--- src/hw/rtl/assert_macros.svh ---
// assertion helpers, clocked on clk and disabled in reset
`ifndef ASSERT_MACROS_SVH
`define ASSERT_MACROS_SVH

`define CHECK_IMPLY(label, cond, prop, msg) \
    label: assert property (@(posedge clk) disable iff (!rst_n) (cond) |-> (prop)) \
        else $error(msg);

`define CHECK_NEXT(label, cond, prop, msg) \
    label: assert property (@(posedge clk) disable iff (!rst_n) (cond) |=> (prop)) \
        else $error(msg);

`endif

--- src/hw/rtl/sckm_pkg.sv ---
package sckm_pkg;

    localparam int TABLE_ENTRIES = 1024;
    localparam int SLOT_BITS     = 10;
    localparam int USED_BITS     = SLOT_BITS + 1;
    localparam int KEY_BITS      = 48;
    localparam int ROW_BITS      = 16;
    localparam int COUNT_BITS    = ROW_BITS + 1;
    localparam int MAX_DIMS      = 4;
    localparam int COORD_BITS    = 16;
    localparam int STRIDE_BITS   = 32;
    localparam int SUM_BITS      = 50;
    localparam int HASH_SHIFT    = 29;
    localparam int HASH_BITS     = HASH_SHIFT + SLOT_BITS;
    localparam int HALF_BITS     = 20;
    localparam int ENTRY_BITS    = 1 + KEY_BITS + ROW_BITS;
    localparam logic [63:0] HASH_MULT = 64'h9E3779B97F4A7C15;

    localparam logic [1:0] OP_CLEAR  = 2'd0;
    localparam logic [1:0] OP_INSERT = 2'd1;
    localparam logic [1:0] OP_QUERY  = 2'd2;

    localparam logic [1:0] STS_OK        = 2'd0;
    localparam logic [1:0] STS_FULL      = 2'd1;
    localparam logic [1:0] STS_TOO_LARGE = 2'd2;
    localparam logic [1:0] STS_ROWS_OUT  = 2'd3;

    localparam logic [2:0] CFG_DIMS     = 3'd0;
    localparam logic [2:0] CFG_STRIDE_0 = 3'd1;
    localparam logic [2:0] CFG_STRIDE_1 = 3'd2;
    localparam logic [2:0] CFG_STRIDE_2 = 3'd3;
    localparam logic [2:0] CFG_STRIDE_3 = 3'd4;

    typedef struct packed {
        logic       load_in;
        logic       acc_clr;
        logic       acc_add;
        logic [1:0] dim_sel;
        logic       hash_add;
        logic [1:0] hash_sel;
        logic       probe_init;
        logic       mem_rd;
        logic       probe_adv;
        logic       sweep_clr;
        logic       sweep_wr;
        logic       wipe;
        logic       res_clr;
        logic       res_status_en;
        logic [1:0] res_status;
        logic       row_take;
        logic       ins_hit;
        logic       ins_new;
        logic       q_hit;
        logic       out_load;
    } sckm_cmd_t;

    typedef struct packed {
        logic [2:0] nd;
        logic       too_large;
        logic       row_exh;
        logic       rd_valid;
        logic       rd_match;
        logic       probe_last;
        logic       table_full;
        logic       sweep_last;
    } sckm_stat_t;

endpackage

--- src/hw/rtl/sckm_controller.sv ---
`include "assert_macros.svh"

module sckm_controller
    import sckm_pkg::*;
(
    input  logic       clk,
    input  logic       rst_n,
    input  logic       in_valid,
    input  logic [1:0] in_op,
    output logic       in_ready,
    output logic       out_valid,
    input  logic       out_ready,
    output sckm_cmd_t  cmd,
    input  sckm_stat_t stat
);

    localparam logic [3:0] S_SWEEP    = 4'd0;
    localparam logic [3:0] S_IDLE     = 4'd1;
    localparam logic [3:0] S_KEY      = 4'd2;
    localparam logic [3:0] S_CHECK    = 4'd3;
    localparam logic [3:0] S_HASH     = 4'd4;
    localparam logic [3:0] S_PINIT    = 4'd5;
    localparam logic [3:0] S_PROBE_RD = 4'd6;
    localparam logic [3:0] S_PROBE_CK = 4'd7;
    localparam logic [3:0] S_DONE     = 4'd8;

    logic [3:0] state_reg, state_next;
    logic [1:0] op_reg, op_next;
    logic [1:0] dim_cnt_reg, dim_cnt_next;
    logic [1:0] hash_cnt_reg, hash_cnt_next;
    logic       from_op_reg, from_op_next;
    logic       out_valid_reg, out_valid_next;
    logic       insert;

    assign insert    = op_reg == OP_INSERT;
    assign in_ready  = state_reg == S_IDLE;
    assign out_valid = out_valid_reg;

    always_comb
    begin
        state_next    = state_reg;
        op_next       = op_reg;
        dim_cnt_next  = dim_cnt_reg;
        hash_cnt_next = hash_cnt_reg;
        from_op_next  = from_op_reg;
        cmd           = '0;
        cmd.dim_sel   = dim_cnt_reg;
        cmd.hash_sel  = hash_cnt_reg;
        case (state_reg)
            S_SWEEP:
            begin
                cmd.sweep_wr = 1'b1;
                if (stat.sweep_last)
                begin
                    state_next = from_op_reg ? S_DONE : S_IDLE;
                end
            end
            S_IDLE:
            begin
                if (in_valid)
                begin
                    cmd.load_in  = 1'b1;
                    cmd.acc_clr  = 1'b1;
                    cmd.res_clr  = 1'b1;
                    op_next      = in_op;
                    dim_cnt_next = '0;
                    case (in_op)
                        OP_CLEAR:
                        begin
                            cmd.wipe      = 1'b1;
                            cmd.sweep_clr = 1'b1;
                            from_op_next  = 1'b1;
                            state_next    = S_SWEEP;
                        end
                        OP_INSERT, OP_QUERY:
                        begin
                            state_next = S_KEY;
                        end
                        default:
                        begin
                            state_next = S_DONE;
                        end
                    endcase
                end
            end
            S_KEY:
            begin
                cmd.acc_add  = 1'b1;
                dim_cnt_next = dim_cnt_reg + 1'b1;
                if ({1'b0, dim_cnt_reg} + 3'd1 == stat.nd)
                begin
                    state_next = S_CHECK;
                end
            end
            S_CHECK:
            begin
                hash_cnt_next = '0;
                if (insert && stat.row_exh)
                begin
                    cmd.res_status_en = 1'b1;
                    cmd.res_status    = STS_ROWS_OUT;
                    state_next        = S_DONE;
                end
                else
                begin
                    cmd.row_take = insert;
                    if (stat.too_large)
                    begin
                        cmd.res_status_en = 1'b1;
                        cmd.res_status    = STS_TOO_LARGE;
                        state_next        = S_DONE;
                    end
                    else
                    begin
                        state_next = S_HASH;
                    end
                end
            end
            S_HASH:
            begin
                cmd.hash_add  = 1'b1;
                hash_cnt_next = hash_cnt_reg + 1'b1;
                if (hash_cnt_reg == 2'd2)
                begin
                    state_next = S_PINIT;
                end
            end
            S_PINIT:
            begin
                cmd.probe_init = 1'b1;
                state_next     = S_PROBE_RD;
            end
            S_PROBE_RD:
            begin
                cmd.mem_rd = 1'b1;
                state_next = S_PROBE_CK;
            end
            S_PROBE_CK:
            begin
                state_next = S_DONE;
                if (!stat.rd_valid)
                begin
                    if (insert)
                    begin
                        if (stat.table_full)
                        begin
                            cmd.res_status_en = 1'b1;
                            cmd.res_status    = STS_FULL;
                        end
                        else
                        begin
                            cmd.ins_new = 1'b1;
                        end
                    end
                end
                else if (stat.rd_match)
                begin
                    cmd.ins_hit = insert;
                    cmd.q_hit   = !insert;
                end
                else if (stat.probe_last)
                begin
                    if (insert)
                    begin
                        cmd.res_status_en = 1'b1;
                        cmd.res_status    = STS_FULL;
                    end
                end
                else
                begin
                    cmd.probe_adv = 1'b1;
                    state_next    = S_PROBE_RD;
                end
            end
            S_DONE:
            begin
                if (!out_valid_reg || out_ready)
                begin
                    cmd.out_load = 1'b1;
                    state_next   = S_IDLE;
                end
            end
            default:
            begin
                state_next = S_IDLE;
            end
        endcase
    end

    always_comb
    begin
        if (cmd.out_load)
        begin
            out_valid_next = 1'b1;
        end
        else if (out_ready)
        begin
            out_valid_next = 1'b0;
        end
        else
        begin
            out_valid_next = out_valid_reg;
        end
    end

    always_ff @(posedge clk or negedge rst_n)
    begin
        if (!rst_n)
        begin
            state_reg     <= S_SWEEP;
            op_reg        <= OP_CLEAR;
            dim_cnt_reg   <= '0;
            hash_cnt_reg  <= '0;
            from_op_reg   <= 1'b0;
            out_valid_reg <= 1'b0;
        end
        else
        begin
            state_reg     <= state_next;
            op_reg        <= op_next;
            dim_cnt_reg   <= dim_cnt_next;
            hash_cnt_reg  <= hash_cnt_next;
            from_op_reg   <= from_op_next;
            out_valid_reg <= out_valid_next;
        end
    end

    `CHECK_IMPLY(a_no_overwrite, cmd.out_load && out_valid_reg, out_ready, "result overwritten")
    `CHECK_NEXT(a_one_at_a_time, in_valid && in_ready, !in_ready, "second word taken while busy")
    `CHECK_IMPLY(a_new_not_full, cmd.ins_new, !stat.table_full, "insert into full table")
    `CHECK_IMPLY(a_check_after_read, state_reg == S_PROBE_CK, $past(cmd.mem_rd), "probe without read")

endmodule

--- config.mk ---
export PLATFORM = sky130hd
export DESIGN_NAME = sckm_controller
export DESIGN_NICKNAME = d
export VERILOG_FILES = /design/src/hw/rtl/sckm_pkg.sv /design/src/hw/rtl/sckm_controller.sv
export VERILOG_INCLUDE_DIRS = /design/src /design/src/hw/rtl
export SDC_FILE = /design/constraint.sdc
export NUM_CORES = 1
export LEC_CHECK = 0
export ABC_AREA = 1
export BUFFER_PORTS_ARGS = -buffer_cell sky130_fd_sc_hd__clkbuf_2
export CAP_MARGIN = 10
export CORE_MARGIN = 2
export CORE_UTILIZATION = 38
export DETAILED_ROUTE_END_ITERATION = 10
export GPL_ROUTABILITY_DRIVEN = 0
export PLACE_DENSITY = 0.66
export SKIP_CTS_REPAIR_TIMING = 1
export SYNTH_ARGS = -nofsm -noshare
export SYNTH_HDL_FRONTEND = slang
export SYNTH_SLANG_ARGS = --single-unit
--- constraint.sdc ---
create_clock -name clk -period 1.8 [get_ports clk]
set_clock_uncertainty 0.15 [all_clocks]
set_input_delay 0.18 -clock clk [delete_from_list [all_inputs] [get_ports clk]]
set_output_delay 0.18 -clock clk [all_outputs]
set_load 0.05 [all_outputs]
Word-level counts from Yosys, hierarchy flattened
Index checks and enable logic that the tools add are counted.
{"block": "totals", "ff_bits": 12, "word_cells": 96}
{"block": "classes", "reduce_logical": 14, "muxes": 55, "n_eq_ne": 18, "n_addsub": 3}
{"op": "4-bit two-way mux", "n": 11}
{"op": "4-bit one-hot mux with 9 select lines", "n": 1}
{"op": "3-bit two-way mux", "n": 9}
{"op": "1-bit two-way mux", "n": 25}
{"op": "4-bit by 3-bit equality test with 1-bit output (second input constant)", "n": 4}
{"op": "2-bit two-way mux", "n": 5}
{"op": "2-bit inequality test (second input constant)", "n": 5}
{"op": "4-bit by 2-bit equality test with 1-bit output (second input constant)", "n": 2}
{"op": "2-bit one-hot mux with 2 select lines", "n": 2}
{"op": "4-bit one-hot mux with 2 select lines", "n": 1}
{"op": "3-bit one-hot mux with 2 select lines", "n": 1}
{"op": "2-bit nonzero test", "n": 3}
{"op": "5-bit AND reduction", "n": 1}
{"op": "2-bit by 1-bit adder with 2-bit output (second input constant)", "n": 2}
{"op": "2-bit by 1-bit equality test with 1-bit output (second input constant)", "n": 2}
{"op": "2-bit equality test (second input constant)", "n": 2}
{"op": "4-bit by 1-bit equality test with 1-bit output (second input constant)", "n": 1}
{"op": "4-bit equality test (second input constant)", "n": 1}
{"op": "4-bit logical NOT", "n": 1}
{"op": "2-bit AND reduction", "n": 2}
{"op": "2-bit by 1-bit adder with 3-bit output (second input constant)", "n": 1}
{"op": "3-bit equality test", "n": 1}
{"op": "3-bit AND reduction", "n": 1}
{"op": "1-bit logical NOT", "n": 2}
{"op": "4 further kinds", "n": 4}

Logic depth before layout (Yosys ltp)
{"block": "depth", "depth_word": 6, "ltp_mapped": 9}

Least setup slack after synthesis
OpenSTA, ideal clock, no wires.
{"block": "synth_path", "path_type": "flip-flop to output port", "start": "register state_reg[1]", "end": "output cmd[1] (netlist bit)", "slack_ps": -606, "stages_incl_launch_ff": 3, "required_ps": 1470, "t_arrival_ps": 2076, "n_path_buf": 0, "cell_sequence": "dfrtp_1 nand2_1 nor4_1"}
{"item": "start, declared", "line": "sckm_controller.sv:27", "source": "logic [3:0] state_reg, state_next;"}
{"item": "start signal, assigned", "line": "sckm_controller.sv:219", "source": "state_reg <= state_next;"}
{"item": "end, declared", "line": "sckm_controller.sv:13", "source": "output sckm_cmd_t cmd,"}

==> impl_metrics.yaml <==
logic_synthesis:
  async_flop_share: 1.000
  synth_edf_count: 0
  synthesis.nets: 151
  ys_top_cells_by_count: "nand2_1 (32), inv_1 (22), nand3_1 (14)"
  synth.avg_cell_area_sq_um: 6.734
  ys_ff_latch: 12
  synth_top_area_cell: "dfrtp_1"
  ys.flop_type: "dfrtp_1"
  synth.area.top_cells: "dfrtp_1 (34%), nand2_1 (14%), inv_1 (9.4%), nand3_1 (7.9%), ha_1 (5.7%)"
  synth_cells: 131
  synth_most_common_cell: "nand2_1"
  synth_cell_type_count: 19
  syn_area_sq_um: 882.1
  synth_top_area_share: 0.3404
  ys_warn_count: 0
  synth-seq-area-share: 0.3404
floorplanning:
  pin_count: 41
  core_sq_mm: 0.002212
  start_util: 0.3988
  die_h_um: 52.18
  num_rows: 17
  dieArea_sq_mm: 0.002723
  die_w_um: 52.18
power:
  ir_drop_mv: 0.8549
  p_leak_uw: 0.0008116
  p_comb_frac: 0.685
  swShare: 0.5501
  p_per_area_mw_per_mm2: 1563
  switching_power_uw: 1252
  pwr-share-clk: 0.099
  intPower_uw: 1024
  pwr-share-seq: 0.215
  report.power.total_uw: 2277
drt:
  drtAntennaViolNets: 0
  via_per_inst: 4.874
  drt_wl_total_um: 2553
  num_vias: 1043
  first_pass_iters: 4
  remaining_drc_errors: 0
  drtIter0Drc: 24
  routedWlPerCell_um: 11.93
final_layout:
  drive_gt1_frac: 0.4731
  areaGrowthSynthToFinish_pct: 65.11
  fillers: 194
  largest_reg_flops: 4
  nNetsFinal: 207
  antenna_cells: 0
  fin_cells: 214
worst_setup_path:
  arrival_ps: 1530
  cp.required_ps: 1470
  critPathMaxFanout: 4
  end_kind: "primary output"
  crit_type: "flop to primary output"
  start_kind: "flop"
cts:
  cts.sinks: 12
  cts_buffer_depth: 2
  cts_tree: "yes"
  htreeDepth: 1
  numCtsBuffers: 3
  cts.clk_slew.worst_paths_ps: 80
  cts-root-buf: "clkbuf_4"
  clk_latency_ps: 280
status:
  violations: "setup timing"
  status: "finished, violations left"
global_routing:
  grt-ovfl-total: 0
  grt_usage: 0.1844
  first_global_vias: 915
  antenna_found_initial: 0
  grt_pass1_wl_um: 3760
  grt_max_degree: 13
sta:
  finalCritPeriodShare: 1.035
  worstMarginPinSlew_ps: 342.3
  finalHoldViolCount: 0
  setup-violations-final: 9
  maxSlewViolCount: 0
  rsz0062_at_grt: "yes"
  relSlewSlack: 0.7718
  fmax_mhz: 536.7
  period_minus_slack_ps: 1863
  setup_slack_ps: -63.28
place:
  hpwlAfterDp_um: 1933
  port_buffers: 40
  pre_cts_slack_ps: 67.10
  placed_cells: 198
flow_run:
  drv_cap: 0
worst_hold_path:
  hp-class: "input port to flop"
## worst paths after layout
check	slack (ps)	to	from	depth (start not counted)
max in group asynchronous	1050	state_reg[1]	rst_n	2
worst min register to register	360	op_reg[1]	op_reg[1]	2
worst max-delay path	-60	cmd[5]	state_reg[0]	5
worst min-delay path	20	op_reg[0]	in_op[0]	3
worst max register to register	250	op_reg[1]	state_reg[0]	9
min in group asynchronous	170	state_reg[0]	rst_n	2
## cells in the final DEF (no fill, tap or decap)
cell           netlist  routed
buf_2                0       1
buf_4                4      15
buf_6                0       9
buf_8                0       2
clkbuf_2             0      21
clkbuf_4             0       8
clkbuf_8             0       1
clkinv_4             0       1
clkinvlp_4           0       1
dfrtp_1             12      10
dfrtp_2              0       2
dlygate4sd3_1        0       2
ha_1                 4       4
inv_1               22      18
inv_2                3       4
inv_4                0       1
nand2_1             32      26
nand2_2              1       4
nand2_4              0       3
nand3_1             14      13
nand3_2              0       1
nand3b_1             3       3
nand4_1              2       2
nor2_1              12       8
nor2_2               4       4
nor2_4               0       4
nor3_2               0       3
nor4_2               0       1
o2111ai_4            0       1
o21ai_0              9       8
o21ai_1              1       1
o21ai_2              0       1
xnor2_1              2       2
xor2_1               1       1
## stage by stage
step / hold slack [ps] / area (sq um) / util / setup TNS (ps)
after floorplan: -265.6 / 923.4 / - / -281.3
final: 20.64 / 1456 / 0.6584 / -368.8
after CTS: -358.0 / 1187 / 0.5368 / -2001
after detailed placement: -51.70 / 1151 / 0.5204 / 0
after global routing: 66.25 / 1456 / 0.6584 / -948.0
after global placement: -63.90 / 1151 / 0.5204 / 0
## routing by layer
| metal | wire length (um) | vias up | GRT usage |
|---|---|---|---|
| met1 | 1115 | 486 | 0.2292 |
| met5 | 0 | - | 0 |
| met2 | 1308 | 34 | 0.3312 |
| li1 | - | 520 | - |
| met4 | 18 | 0 | 0.05128 |
| met3 | 112 | 3 | 0.02571 |
## final cells by class
cell class,count,area (sq um),area share
Clock buffer,4,36.28,0.02491
Inverter,25,105.1,0.07216
Multi-Input combinational cell,90,565.5,0.3883
Sequential cell,12,302.8,0.2079
Tap cell,28,35.03,0.02405
Timing Repair Buffer,55,411.6,0.2826
## power by group through the flow
| stage | clock network [uW] | logic, uW | registers, uW |
|---|---|---|---|
| 3_3_place_gp | 0 | 1270 | 475 |
| 2_1_floorplan | 0 | 872 | 621 |
| 6_report | 226 | 1560 | 490 |
| 4_1_cts | 229 | 1300 | 479 |
| 5_1_grt | 238 | 1700 | 506 |
| 3_5_place_dp | 0 | 1290 | 484 |
## worst max-delay path: stages (launching register included)
cell	delay [ps]
dfrtp_1	440
nand2_1	180
nor2_4	190
o2111ai_4	160
o21ai_2	100
buf_6	170
## logic make-up after synthesis
logic type,after synthesis,synth area share
buf+inv,29,0.1404
compound gates,11,0.06666
simple gates,72,0.3660
xor+xnor,3,0.02979
fa+ha+maj,4,0.05674
flops,12,0.3404
No activity file was read; power rests on OpenSTA's default activity.
